[config.mk]
export PLATFORM = sky130hd
export DESIGN_NAME = vntc_scale
export DESIGN_NICKNAME = d
export VERILOG_FILES = /design/src/rtl/vntc_pkg.sv /design/src/rtl/vntc_scale.sv
export SDC_FILE = /design/constraint.sdc
export NUM_CORES = 2
export LEC_CHECK = 0
export ABC_CLOCK_PERIOD_IN_PS = 20100
export BUFFER_PORTS_ARGS = -buffer_cell sky130_fd_sc_hd__clkbuf_2
export CAP_MARGIN = 40
export CORE_UTILIZATION = 35
export CTS_CLUSTER_SIZE = 28
export DETAILED_ROUTE_END_ITERATION = 7
export PLACE_DENSITY = 0.47
export SETUP_SLACK_MARGIN = 0.5
export SYNTH_ARGS = -nofsm -noshare
export SYNTH_HDL_FRONTEND = slang
export SYNTH_SLANG_ARGS = --single-unit
[constraint.sdc]
create_clock -name aclk -period 20.1 [get_ports aclk]
set_input_delay 4.02 -clock aclk [delete_from_list [all_inputs] [get_ports aclk]]
set_output_delay 4.02 -clock aclk [all_outputs]
set_load 0.02 [all_outputs]
[src/rtl/vntc_pkg.sv]
`timescale 1ns / 1ps
// ============================================================================
// Value noise terrain classifier package
// Shared beat types, register codes, hash constants and pipeline layout.
// ============================================================================
package vntc_pkg;

    // Input beat: one grid point.
    typedef struct packed {
        logic [15:0] column;
        logic [15:0] row;
    } in_beat_t;

    // Output beat: interpolated noise and its terrain class.
    typedef struct packed {
        logic [15:0] noise_value;
        logic [1:0]  terrain_class;
    } out_beat_t;

    typedef enum logic [1:0] {
        REG_NOISE_SCALE = 2'd0,
        REG_LOW_LIMIT   = 2'd1,
        REG_MID_LIMIT   = 2'd2,
        REG_HIGH_LIMIT  = 2'd3
    } cfg_reg_t;

    typedef enum logic [1:0] {
        CLASS_WATER = 2'd0,
        CLASS_SAND  = 2'd1,
        CLASS_GRASS = 2'd2,
        CLASS_PEAK  = 2'd3
    } terrain_class_t;

    localparam logic [15:0] NOISE_SCALE_RST = 16'd3277;
    localparam logic [15:0] LOW_LIMIT_RST   = 16'd19661;
    localparam logic [15:0] MID_LIMIT_RST   = 16'd45875;
    localparam logic [15:0] HIGH_LIMIT_RST  = 16'd58982;

    localparam logic [31:0] HASH_MUL_X   = 32'd374761393;
    localparam logic [31:0] HASH_MUL_Y   = 32'd668265263;
    localparam logic [31:0] HASH_MUL_MIX = 32'd1274126177;

    // Pipeline stage positions.
    localparam int NUM_STAGES  = 8;
    localparam int ST_SCALE    = 0;
    localparam int ST_CELL     = 1;
    localparam int ST_MIX      = 2;
    localparam int ST_MUL      = 3;
    localparam int ST_CORNER   = 4;
    localparam int ST_ROW      = 5;
    localparam int ST_NOISE    = 6;
    localparam int ST_OUT      = 7;

    typedef logic [NUM_STAGES-1:0] stage_en_t;

    function automatic logic [31:0] mix_shift13(input logic [31:0] n);
        return n ^ {{13{n[31]}}, n[31:13]};
    endfunction

    function automatic logic [15:0] corner_bits(input logic [31:0] n);
        logic [31:0] h;
        h = n ^ {{16{n[31]}}, n[31:16]};
        return h[30:15];
    endfunction

endpackage

[src/rtl/vntc_scale.sv]
`timescale 1ns / 1ps
// ============================================================================
// Coordinate scaling stages
// Scales both coordinates, splits off the cell and fraction, and forms the
// first hash products for the cell corner.
// ============================================================================
module vntc_scale #(
    parameter int COORD_BITS = 16,
    parameter int FRAC_BITS  = 16
) (
    input  logic                    aclk,
    input  vntc_pkg::stage_en_t     stage_en,
    input  logic [15:0]             column,
    input  logic [15:0]             row,
    input  logic [15:0]             noise_scale,
    output logic [31:0]             ax,
    output logic [31:0]             by,
    output logic [FRAC_BITS-1:0]    fx,
    output logic [FRAC_BITS-1:0]    fy
);

    localparam logic [15:0] COORD_MASK = (COORD_BITS >= 16) ? 16'hFFFF :
        16'((32'd1 << COORD_BITS) - 32'd1);

    logic [31:0]          px_reg, px_next;
    logic [31:0]          py_reg, py_next;
    logic [31:0]          ax_reg, ax_next;
    logic [31:0]          by_reg, by_next;
    logic [FRAC_BITS-1:0] fx_reg, fx_next;
    logic [FRAC_BITS-1:0] fy_reg, fy_next;
    logic [31:0]          cx;
    logic [31:0]          cy;

    always_comb begin
        px_next = {16'd0, column & COORD_MASK} * {16'd0, noise_scale};
        py_next = {16'd0, row & COORD_MASK} * {16'd0, noise_scale};
        cx      = px_reg >> FRAC_BITS;
        cy      = py_reg >> FRAC_BITS;
        ax_next = cx * vntc_pkg::HASH_MUL_X;
        by_next = cy * vntc_pkg::HASH_MUL_Y;
        fx_next = px_reg[FRAC_BITS-1:0];
        fy_next = py_reg[FRAC_BITS-1:0];
    end

    always_ff @(posedge aclk) begin
        if (stage_en[vntc_pkg::ST_SCALE]) begin
            px_reg <= px_next;
            py_reg <= py_next;
        end
        if (stage_en[vntc_pkg::ST_CELL]) begin
            ax_reg <= ax_next;
            by_reg <= by_next;
            fx_reg <= fx_next;
            fy_reg <= fy_next;
        end
    end

    assign ax = ax_reg;
    assign by = by_reg;
    assign fx = fx_reg;
    assign fy = fy_reg;

endmodule

Yosys cells after proc, flatten, opt, wreduce, memory -nomap -nowiden
Index checks and enable logic that the tools add are counted.
{"block": "classes", "mul": 4}
{"op": "$mul A16 B16 Y32", "count": 2}
{"op": "$mul A16 B29 Y32 const B", "count": 1}
{"op": "$mul A16 B30 Y32 const B", "count": 1}
{"block": "word_totals", "register_bits": 160, "in_bits": 57, "wordCells": 10}

Longest topological paths before layout
{"block": "depth", "ltp_word": 1, "mapped_depth": 23, "ltp_nobuf": 22}

Worst setup path after synthesis
Ideal clock, no wire load.
{"block": "synth_timing", "path_kind": "in2reg", "start": "input column[7]", "end": "register px_reg[30], data pin", "setup_ns": 0.261, "arrival_ns": 9.430, "slack_ns": 10.409, "path_stages": 23, "n_path_buf": 1, "cell_sequence": "clkbuf_1 nand2_1 fa_1 inv_1 fa_1 inv_1 fa_1 inv_1 fa_1 fa_1 inv_1 fa_1 inv_1 ha_1 a21o_1 a21o_1 a21o_1 a21o_1 a21o_1 o211ai_1 a21o_1 nand2_1 a311o_1"}
{"block": "synth_via", "elab_chain_len": 1}
{"item": "start, declared", "line_no": "vntc_scale.sv:13", "text": "input logic [15:0] column,"}
{"item": "$mul A16 B16 Y32", "line_no": "vntc_scale.sv:35", "text": "px_next = {16'd0, column & COORD_MASK} * {16'd0, noise_scale};"}
{"item": "net px_next[30]", "line_no": "vntc_scale.sv:25", "text": "logic [31:0] px_reg, px_next;"}
{"item": "end signal, assigned", "line_no": "vntc_scale.sv:47", "text": "px_reg <= px_next;"}
{"item": "end, declared", "line_no": "vntc_scale.sv:25"}
The timed path passes the listed nets, and every way through them passes these cells.
A chain may end at the register's enable or synchronous reset.

Worst setup path in the final report
{"block": "layout_timing", "start": "input noise_scale[4]", "end": "register py_reg[31], data pin"}
{"block": "layout_via", "elab_chain_len": 1}
{"item": "start, declared", "line_no": "vntc_scale.sv:15", "text": "input logic [15:0] noise_scale,"}
{"item": "$mul A16 B16 Y32", "line_no": "vntc_scale.sv:36", "text": "py_next = {16'd0, row & COORD_MASK} * {16'd0, noise_scale};"}
{"item": "net py_next[31]", "line_no": "vntc_scale.sv:26", "text": "logic [31:0] py_reg, py_next;"}
{"item": "end signal, assigned", "line_no": "vntc_scale.sv:48", "text": "py_reg <= py_next;"}
{"item": "end, declared", "line_no": "vntc_scale.sv:26"}
The timed path passes the listed nets, and every way through them passes these cells.

==> flow_metrics.tcl <==
set metrics [dict create \
    synth_top_cell_area_share 0.397 \
    worst_pin_slew_ns 0.913 \
    pin_count 153 \
    netlist_top_cells_area "fa_1, ha_1, edfxtp_1, inv_1, and2_1" \
    syn_avg_cell_area_um2 10.0 \
    multi_input_area_um2 25100 \
    hold_depth 0 \
    antenna_found_initial 1 \
    clk_pin_slew_worst_paths_ns 0.07 \
    use_met1 0.268 \
    drv_cap 0 \
    port_buffers 146 \
    grt_pass1_wl_um 130000 \
    cts_hold_buf 0 \
    synth_fp_nets 4515 \
    post_cts_buffers 0 \
    clkSinkCount 160 \
    fin_nets 4615 \
    drive_above_1_share 0.0595 \
    hold_viol 0 \
    critical_path_arrival_ns 10.60 \
    dieWidth_um 312 \
    tns_ns 0 \
    ant_nets 0 \
    synth_mux_area_frac 0 \
    synth-edff-count 160 \
    synth_compound_area_frac 0.0524 \
    rsz0062_at_grt "false" \
    relSlewSlack 0.383 \
    vias 21700 \
    fill_cells 9666 \
    period_share 0.517 \
    crit_type "primary input to flop" \
    async_flop_share 0 \
    route.detailed.drc 0 \
    ff_latch_area_um2 4800 \
    cts_tree "done" \
    synth_most_common_cell "inv_1" \
    timing.rr.start "px_reg[17]$_DFFE_PP_" \
    worstSetupEndpoint "py_reg[31]$_DFFE_PP_" \
    finalSetupViolations 0 \
    ys.flop_type "edfxtp_1" \
    grt_max_degree 61 \
    initial_core_util 0.354 \
    core_um2 95200 \
    clk_latency_ns 0.48 \
    drt_pass1_iterations 5 \
    synth_xor_area_frac 0.0323 \
    finClkSkew_ns 0.0103 \
    status "completed" \
    worstHoldStart "px_reg[3]$_DFFE_PP_" \
    period_minus_slack_ns 10.38 \
    chipHeight_um 312 \
    htreeDepth 4 \
    synth_largest_area_cell "fa_1" \
    worst-r2r-cell-count 20 \
    synth_cell_type_count 60 \
    cp-start-kind "primary input" \
    hold_class "flop to flop" \
    use_met3 0.0172 \
    synthAdderAreaFrac 0.560 \
    grt_remaining_overflow 0 \
    gp_congestion 0.854 \
    synth_top_family_by_area "adder cells" \
    regToRegSetupSlack_ns 13.33 \
    cts_made_buffers 17 \
    ys_seq_area_frac 0.143 \
    crit_required_ns 20.32 \
    grt-busiest-layer "met1" \
    die_area_um2 97400 \
    drtIter0Drc 925 \
    wirelength_um 80300 \
    cts_root_buf "clkbuf_16" \
    syn_to_final_growth_pct 8.26 \
    vias_per_cell 4.58 \
    syn_area_um2 33700 \
    ys_ff_latch 160 \
    yosysWarnings 0 \
    place_hpwl_um 67000 \
    wl_per_cell_um 17.0 \
    ys_top_cells_by_count "inv_1, fa_1, ha_1, nand2_1, and2_1" \
    slew_viol_final 0 \
    r2r-end "ax[31]$_DFFE_PP_" \
    synthCells 3352 \
    diodes 0 \
    grt_use_met2 0.258 \
    grt_pass1_vias 23300 \
    cts_buffer_depth 2 \
    synth-simple-area-share 0.102 \
    cp_max_fo 32 \
    critPathLaunch "noise_scale[4]" \
    critPathCaptureType "flop" \
    grtUsageTotal 0.172 \
    ctsResizeCount 0 \
    clock.fmax_mhz 96.3 \
    num_rows 113 \
]
## layout by cell type (no fill, tap or decap), types with 6 or more instances in the layout
cell	netlist	layout
nand3_1	21	21
a211o_1	6	6
clkbuf_16	0	17
and3_1	11	11
o21ai_1	9	9
xor2_1	26	26
nand2b_1	8	8
a31oi_1	6	6
nor2b_1	8	8
a21oi_1	84	84
a21o_1	47	47
nand2_1	311	311
inv_1	911	911
o21ai_0	32	32
o21bai_1	21	21
xnor2_1	98	98
clkbuf_2	0	144
nor3_1	12	12
ha_1	439	439
a211oi_1	10	10
nor2_1	63	63
fa_1	667	667
buf_4	0	9
edfxtp_1	160	160
and2_1	248	248
o21a_1	8	8
## routing by layer
metal | share of wire | vias up
met2 | 0.42 | 319
met5 | 0.00016 | -
met4 | 0.012 | 2
met3 | 0.028 | 54
met1 | 0.54 | 11000
li1 | - | 10300
## cell type report
| class | instances | share of cell area |
|---|---|---|
| Clock buffer | 17 | 0.0117 |
| Clock inverter | 15 | 0.00302 |
| Inverter | 911 | 0.0938 |
| Multi-Input combinational cell | 2200 | 0.690 |
| Sequential cell | 160 | 0.132 |
| Tap cell | 1265 | 0.0434 |
| Timing Repair Buffer | 162 | 0.0265 |
## worst min path at each step
stage / end / slack (ns)
after floorplan: fx[0]$_DFFE_PP_ / 0.40
after global placement: fy[10]$_DFFE_PP_ / 0.40
after detailed placement: fx[3]$_DFFE_PP_ / 0.40
after CTS: fx[13]$_DFFE_PP_ / 0.42
after global routing: fx[13]$_DFFE_PP_ / 0.42
final: fx[3]$_DFFE_PP_ / 0.42
## critical path, cell delays in order
cell and delay [ns]:
clkbuf_2 0.45, and2_1 0.38, fa_1 0.54, inv_1 0.05, fa_1 0.47, inv_1 0.06, fa_1 0.48, fa_1 0.53
fa_1 0.49, inv_1 0.05, fa_1 0.47, inv_1 0.04, ha_1 0.36, nand3_1 0.18, nor2_1 0.16, nand2_1 0.10
nor4b_1 0.77, o21ai_2 0.19, o21ai_1 0.35, a211o_1 0.20, a21oi_1 0.08, xnor2_1 0.13
## logic make-up (layout without fill, tap and decap cells)
group           count (synthesis)  in the layout
fa+ha+maj                    1106           1106
buf+inv                       992           1105
simple gates                  704            704
compound gates                266            266
flops                         160            160
xor+xnor                      124            124
## per-stage QoR
step / utilization / setup slack [ns] / hold slack (ns) / area, um2 / std cells
floorplan: - / 10.41 / 0.400 / 33700 / 3352
finish: 0.383 / 9.72 / 0.419 / 36500 / 4730
detailed placement: 0.377 / 9.26 / 0.405 / 35900 / 4698
global placement: 0.376 / 9.14 / 0.403 / 35700 / 4690
CTS: 0.383 / 9.78 / 0.420 / 36500 / 4730
global route: 0.383 / 9.33 / 0.423 / 36500 / 4730
Power is not shown: default switching activity piles up to over one toggle a cycle in this logic, so the estimate is an artifact.
