--- src/rtl/vntc_pkg.sv ---
`timescale 1ns / 1ps
// ============================================================================
// Value noise terrain classifier package
// Shared beat types, register codes, hash constants and pipeline layout.
// ============================================================================
package vntc_pkg;

    // Input beat: one grid point.
    typedef struct packed {
        logic [15:0] column;
        logic [15:0] row;
    } in_beat_t;

    // Output beat: interpolated noise and its terrain class.
    typedef struct packed {
        logic [15:0] noise_value;
        logic [1:0]  terrain_class;
    } out_beat_t;

    typedef enum logic [1:0] {
        REG_NOISE_SCALE = 2'd0,
        REG_LOW_LIMIT   = 2'd1,
        REG_MID_LIMIT   = 2'd2,
        REG_HIGH_LIMIT  = 2'd3
    } cfg_reg_t;

    typedef enum logic [1:0] {
        CLASS_WATER = 2'd0,
        CLASS_SAND  = 2'd1,
        CLASS_GRASS = 2'd2,
        CLASS_PEAK  = 2'd3
    } terrain_class_t;

    localparam logic [15:0] NOISE_SCALE_RST = 16'd3277;
    localparam logic [15:0] LOW_LIMIT_RST   = 16'd19661;
    localparam logic [15:0] MID_LIMIT_RST   = 16'd45875;
    localparam logic [15:0] HIGH_LIMIT_RST  = 16'd58982;

    localparam logic [31:0] HASH_MUL_X   = 32'd374761393;
    localparam logic [31:0] HASH_MUL_Y   = 32'd668265263;
    localparam logic [31:0] HASH_MUL_MIX = 32'd1274126177;

    // Pipeline stage positions.
    localparam int NUM_STAGES  = 8;
    localparam int ST_SCALE    = 0;
    localparam int ST_CELL     = 1;
    localparam int ST_MIX      = 2;
    localparam int ST_MUL      = 3;
    localparam int ST_CORNER   = 4;
    localparam int ST_ROW      = 5;
    localparam int ST_NOISE    = 6;
    localparam int ST_OUT      = 7;

    typedef logic [NUM_STAGES-1:0] stage_en_t;

    function automatic logic [31:0] mix_shift13(input logic [31:0] n);
        return n ^ {{13{n[31]}}, n[31:13]};
    endfunction

    function automatic logic [15:0] corner_bits(input logic [31:0] n);
        logic [31:0] h;
        h = n ^ {{16{n[31]}}, n[31:16]};
        return h[30:15];
    endfunction

endpackage

--- src/rtl/vntc_hash.sv ---
`timescale 1ns / 1ps
// ============================================================================
// Corner hash stages
// Finishes the integer hash of all four cell corners and extracts the
// Q0.16 corner values.
// ============================================================================
module vntc_hash #(
    parameter int FRAC_BITS = 16
) (
    input  logic                    aclk,
    input  vntc_pkg::stage_en_t     stage_en,
    input  logic [31:0]             ax,
    input  logic [31:0]             by,
    input  logic [FRAC_BITS-1:0]    fx_in,
    input  logic [FRAC_BITS-1:0]    fy_in,
    output logic [3:0][15:0]        corner_val,
    output logic [FRAC_BITS-1:0]    fx_out,
    output logic [FRAC_BITS-1:0]    fy_out
);

    // Corner order: 0 is (x, y), 1 is (x+1, y), 2 is (x, y+1), 3 is (x+1, y+1).
    logic [3:0][31:0]     mix_reg, mix_next;
    logic [3:0][31:0]     mul_reg, mul_next;
    logic [3:0][15:0]     val_reg, val_next;
    logic [2:0][FRAC_BITS-1:0] fx_reg;
    logic [2:0][FRAC_BITS-1:0] fy_reg;

    always_comb begin
        for (int k = 0; k < 4; k++) begin
            mix_next[k] = vntc_pkg::mix_shift13(ax + by
                + ((k % 2 == 1) ? vntc_pkg::HASH_MUL_X : 32'd0)
                + ((k / 2 == 1) ? vntc_pkg::HASH_MUL_Y : 32'd0));
            mul_next[k] = mix_reg[k] * vntc_pkg::HASH_MUL_MIX;
            val_next[k] = vntc_pkg::corner_bits(mul_reg[k]);
        end
    end

    always_ff @(posedge aclk) begin
        if (stage_en[vntc_pkg::ST_MIX]) begin
            mix_reg   <= mix_next;
            fx_reg[0] <= fx_in;
            fy_reg[0] <= fy_in;
        end
        if (stage_en[vntc_pkg::ST_MUL]) begin
            mul_reg   <= mul_next;
            fx_reg[1] <= fx_reg[0];
            fy_reg[1] <= fy_reg[0];
        end
        if (stage_en[vntc_pkg::ST_CORNER]) begin
            val_reg   <= val_next;
            fx_reg[2] <= fx_reg[1];
            fy_reg[2] <= fy_reg[1];
        end
    end

    assign corner_val = val_reg;
    assign fx_out     = fx_reg[2];
    assign fy_out     = fy_reg[2];

endmodule

--- config.mk ---
export PLATFORM = sky130hd
export DESIGN_NAME = vntc_hash
export DESIGN_NICKNAME = d
export VERILOG_FILES = /design/src/rtl/vntc_pkg.sv /design/src/rtl/vntc_hash.sv
export SDC_FILE = /design/constraint.sdc
export NUM_CORES = 2
export LEC_CHECK = 0
export ABC_AREA = 1
export BUFFER_PORTS_ARGS = -buffer_cell sky130_fd_sc_hd__clkbuf_2
export CORE_MARGIN = 10
export CORE_UTILIZATION = 50
export CTS_CLUSTER_SIZE = 12
export DETAILED_ROUTE_END_ITERATION = 7
export MAX_ROUTING_LAYER = met4
export PLACE_DENSITY = 0.67
export RECOVER_POWER = 100
export SYNTH_ARGS = -nofsm -noshare
export SYNTH_HDL_FRONTEND = slang
export SYNTH_SLANG_ARGS = --single-unit
--- constraint.sdc ---
create_clock -name aclk -period 6.9 [get_ports aclk]
set_input_delay 1.38 -clock aclk [delete_from_list [all_inputs] [get_ports aclk]]
set_output_delay 1.38 -clock aclk [all_outputs]
set_load 0.05 [all_outputs]
* Yosys cells after proc, flatten, opt, wreduce, memory -nomap -nowiden
Index checks and enable logic that the tools add are counted.
** Operators by class
- $add $sub $neg :: 4
- $mul :: 4
- Bitwise operators :: 8
** Operator list (count)
- $mul A32 B31 Y32 const B :: 4
- $xor A32 B32 Y32 :: 4
- $xor A31 B31 Y31 :: 4
- $add A32 B30 Y32 const B :: 2
- $add A32 B29 Y32 const B :: 1
- $add A32 B32 Y32 :: 1
** Storage, ports and cells
- Input port bits :: 105
- Register bits :: 416
- Word-level logic and storage cells :: 34

* Logic depth before layout (Yosys ltp)
- Depth after elaboration :: 4
- Depth in mapped cells :: 32

* Worst setup path after synthesis
OpenSTA, ideal clock, no wires.
- Path kind :: register to register
- Start :: reg mix_reg[36] (netlist bit)
- End :: reg mul_reg[62] (netlist bit) (data pin)
- Stages on the path, launching flop included :: 26
- Period minus slack after synthesis :: 6.249 ns
- Slack :: 0.651 ns
- Data arrival time :: 5.986 ns
- Cell sequence :: edfxtp_1 inv_1 fa_1 fa_1 inv_1 fa_1 inv_1 fa_1 inv_1 fa_1 inv_1 fa_1 inv_1 fa_1 ha_1 ha_1 nand4_1 o221ai_1 a21oi_1 o21ai_0 nand3_1 a31oi_1 nand3_1 nand2_1 a21oi_1 xor2_1
** RTL lines
- start: declaration :: RTL line vntc_hash.sv:22 : logic [3:0][31:0] mix_reg, mix_next;
- start signal: assignment :: RTL line vntc_hash.sv:40 : mix_reg <= mix_next;
- end signal: assignment :: RTL line vntc_hash.sv:45 : mul_reg <= mul_next;
- end: declaration :: RTL line vntc_hash.sv:23 : logic [3:0][31:0] mul_reg, mul_next;

==> run summary <==
RUN STATUS
------------------------------------------------------------------------------------
Run status                                                              finished with violations
Violations in the final reports                                         max-capacitance violations, max-slew violations

GLOBAL ROUTE
------------------------------------------------------------------------------------
Number of global-route vias before repair                                      33400
All-layer global routing usage                                                 21.6%
Maximum number of pins on one net before global-route repair                      58
Antenna violations before repair                                                   1
First-pass GRT wire length                                                 183000 um
Leftover overflow at the end of global routing                                     0

SETUP PATH
------------------------------------------------------------------------------------
Required time reported for the critical path endpoint                        7.22 ns
Number of cells on the worst reg-to-reg path                                      26
Setup slack, reg-to-reg                                                      0.32 ns
RR Endpoint                                                             mul_reg[124]
Max Fanout on Critical Path                                                        4
Reg-to-reg startpoint                                                   mix_reg[104]
Type of element capturing the critical path                                     flop
Startpoint kind of the worst setup timing path                                  flop
Startpoint-to-endpoint class of the critical path                       flop to flop
Arr. time, crit path                                                         6.91 ns

STA
------------------------------------------------------------------------------------
Max Freq                                                                   0.152 GHz
Fin. Hold Viols                                                                    0
Max-slew violation count                                                         305
Period minus WS final                                                        6.58 ns
Relative slew slack                                                            -127%
Slew @ Worst Pin                                                             3.40 ns
Final Cycle Share                                                              95.4%
Worst Clk Skew                                                             0.0253 ns
Final Setup Violations                                                             0

CTS
------------------------------------------------------------------------------------
H-tree lvl count                                                                   2
CTS clk-pin slew, worst paths                                                0.06 ns
Number of clock sinks                                                            352
Number of buffers created by CTS                                                  42
Clk_lat worst skew                                                           0.60 ns
Clock root buffer master                                                sky130_fd_sc_hd__clkbuf_16
Clock tree from TritonCTS                                                       done
Hold-fix buffer count after cts                                                    0
Maximum root-to-sink buffer count                                                  3

FLOORPLANNING
------------------------------------------------------------------------------------
Die X-Extent                                                                  332 um
Starting utilization of the core area                                          50.4%
IO Pins                                                                          201
Area of the placeable core                                                 96600 um2
Die Footprint                                                             110000 um2
Row count                                                                        114
Floorplan die height                                                          332 um

DRT
------------------------------------------------------------------------------------
Remaining routing DRC violations                                                   0
Drt first-iter violations                                                       1836
Remaining antenna violation count after routing                                    0
DRT Wirelength                                                             114000 um
Final routed wire length divided by cell count                               17.9 um
Number of vias after detailed routing                                          31600
Number of vias per cell                                                         4.94
Detailed Routing Iterations Pass 1                                                 5

SYNTH
------------------------------------------------------------------------------------
Mean area per synthesized cell                                              10.1 um2
Unique cell type count in the Yosys netlist                                       46
Post-synthesis sequential element count                                          352
Number of enable-type register cells in the synthesized netlist                  352
Share of flip-flops with an asynchronous set or reset after synthesis             0%
Number of cells produced by synthesis                                           4806
Yosys Warn Count                                                                   0
Number of nets produced by synthesis                                            6322
Cell area after synthesis                                                  48700 um2
Synth Flop Type                                                         sky130_fd_sc_hd__edfxtp_1
Proportion of synthesized chip area in sequential cells                        21.7%

WORST HOLD PATH
------------------------------------------------------------------------------------
Hold EP                                                                    fy_out[7]
Hold Crit Start                                                           fy_reg[23]
Worst hold path depth                                                              0
Hold crit path type                                                     flop to flop

PLACE
------------------------------------------------------------------------------------
Cell Count Post-Placement                                                       6295
Number of buffers added on ports                                                 195
Final weighted congestion in routability-driven placement                      0.995
DP Wirelength                                                              100000 um

RUN
------------------------------------------------------------------------------------
Max-cap violation count                                                            7

LAYOUT
------------------------------------------------------------------------------------
Number of nets in the layout                                                    6602
Fraction of final layout cells sized beyond drive strength 1                   6.14%
Number of flip-flops under the largest register name                             124
Final instance count without filler cells                                       6390
Relative area change from synthesis to final layout                            8.03%
# diodes                                                                           0

==> critical path: stages, from the launching register on <==
cell and delay [ns]:
sky130_fd_sc_hd__edfxtp_1 0.50, sky130_fd_sc_hd__ha_1 0.28, sky130_fd_sc_hd__inv_1 0.14, sky130_fd_sc_hd__fa_1 0.53, sky130_fd_sc_hd__inv_1 0.09, sky130_fd_sc_hd__fa_1 0.52
sky130_fd_sc_hd__inv_1 0.05, sky130_fd_sc_hd__fa_1 0.47, sky130_fd_sc_hd__inv_1 0.05, sky130_fd_sc_hd__fa_1 0.50, sky130_fd_sc_hd__inv_1 0.06, sky130_fd_sc_hd__fa_1 0.52
sky130_fd_sc_hd__inv_1 0.05, sky130_fd_sc_hd__fa_1 0.38, sky130_fd_sc_hd__ha_1 0.30, sky130_fd_sc_hd__ha_1 0.32, sky130_fd_sc_hd__a21oi_1 0.17, sky130_fd_sc_hd__o21ai_0 0.14
sky130_fd_sc_hd__a21oi_2 0.24, sky130_fd_sc_hd__nor2_1 0.10, sky130_fd_sc_hd__or2_2 0.30, sky130_fd_sc_hd__nand3_1 0.07, sky130_fd_sc_hd__nand2_1 0.11, sky130_fd_sc_hd__nand2_1 0.08
sky130_fd_sc_hd__nand2_1 0.07, sky130_fd_sc_hd__a21oi_1 0.18, sky130_fd_sc_hd__xor2_1 0.09
==> layer usage <==
metal	share of wire [%]	vias up	track usage [%]	wire, um
met5	0	-	-	0
met4	1.7	0	3.68	1910
met3	4.6	108	2.34	5300
met2	46	693	33.8	52700
met1	48	15600	30.6	54400
li1	-	15100	-	-
==> kinds of logic (layout without fill, tap and decap cells) <==
logic type      after synthesis  after routing  synth area share, %
flops                       352            352                 21.7
buf+inv                    1417           1725                 11.2
fa+ha+maj                  1411           1411                 48.1
compound gates              193            193                 2.23
simple gates               1025           1025                 9.34
xor+xnor                    408            408                 7.41
==> area by class of cell <==
| cell class | instances | area, um2 |
|---|---|---|
| Fill cell | 8646 | 44000 |
| Multi-Input combinational cell | 3037 | 32500 |
| Sequential cell | 352 | 10600 |
| Inverter | 1370 | 5140 |
| Tap cell | 1276 | 1600 |
| Timing Repair Buffer | 283 | 1480 |
| Clock buffer | 46 | 1070 |
| Clock inverter | 26 | 219 |
==> how the worst max path moves through the flow <==
stage	startpoint	end	slack [ns]	cells past startpoint
global placement	mix_reg[68]	mul_reg[94]	0.19	27
CTS	mix_reg[68]	mul_reg[94]	0.17	27
finish	mix_reg[104]	mul_reg[124]	0.32	26
global route	mix_reg[104]	mul_reg[124]	-0.01	26
detailed placement	mix_reg[107]	mul_reg[124]	0.18	26
floorplan	mix_reg[36]	mul_reg[62]	0.65	25
==> cell usage in the layout (no fill, tap or decap), types with 4 or more instances in the layout <==
cell,instances
sky130_fd_sc_hd__o21ai_1,5
sky130_fd_sc_hd__buf_4,80
sky130_fd_sc_hd__nor3_1,8
sky130_fd_sc_hd__xor2_1,283
sky130_fd_sc_hd__or2_2,4
sky130_fd_sc_hd__clkinvlp_4,4
sky130_fd_sc_hd__nand3_2,6
sky130_fd_sc_hd__inv_1,1358
sky130_fd_sc_hd__clkinv_1,10
sky130_fd_sc_hd__clkbuf_16,42
sky130_fd_sc_hd__nand4_1,36
sky130_fd_sc_hd__fa_1,763
sky130_fd_sc_hd__clkbuf_1,119
sky130_fd_sc_hd__xnor2_1,124
sky130_fd_sc_hd__nand2_1,633
sky130_fd_sc_hd__nor2_2,13
sky130_fd_sc_hd__nor2_1,123
sky130_fd_sc_hd__a21o_1,13
sky130_fd_sc_hd__o211ai_1,5
sky130_fd_sc_hd__a21oi_2,4
sky130_fd_sc_hd__edfxtp_1,352
sky130_fd_sc_hd__nand2_2,33
sky130_fd_sc_hd__clkinv_2,5
sky130_fd_sc_hd__o21bai_1,6
sky130_fd_sc_hd__nand3b_1,7
sky130_fd_sc_hd__nand3_1,143
sky130_fd_sc_hd__inv_2,9
sky130_fd_sc_hd__clkinv_4,4
sky130_fd_sc_hd__a21oi_1,110
sky130_fd_sc_hd__o21ai_0,34
sky130_fd_sc_hd__ha_1,648
sky130_fd_sc_hd__clkbuf_2,87
sky130_fd_sc_hd__nand2_4,10
==> metrics by stage <==
stage / setup WS, ns / TNS (ns) / hold slack [ns] / util, % / instance area (um2)
after floorplan: 0.651 / 0 / 0.400 / - / 48700
after global placement: 0.191 / 0 / 0.400 / 53.2 / 51400
after detailed placement: 0.182 / 0 / 0.405 / 53.2 / 51400
after CTS: 0.173 / 0 / 0.416 / 54.6 / 52700
after global routing: -0.0134 / -0.0253 / 0.422 / 54.4 / 52600
final: 0.316 / 0 / 0.416 / 54.4 / 52600
==> synth_stat cells, drive strengths merged, types with 8 or more instances <==
library cell | count | share of area, %
inv | 1367 | 11
fa | 763 | 31
nand2 | 676 | 5.7
ha | 648 | 17
edfxtp | 352 | 22
xor2 | 284 | 5.2
nand3 | 149 | 1.6
nor2 | 139 | 1.2
xnor2 | 124 | 2.2
a21oi | 114 | 1.2
buf | 39 | 0.61
o21ai | 39 | 0.40
nand4 | 36 | 0.46
a21o | 13 | 0.20
clkbuf | 8 | 0.062
nor3 | 8 | 0.082
==> repair_timing <==
| action | CTS | global route |
|---|---|---|
| resized for setup | 0 | 6 |
| buffers inserted | 0 | 23 |
| endpoints found under the setup margin | 0 | 15 |
Power is left out: the tool's default activity adds up to more than one toggle a clock period on the data nets, which glitch-free logic cannot reach.
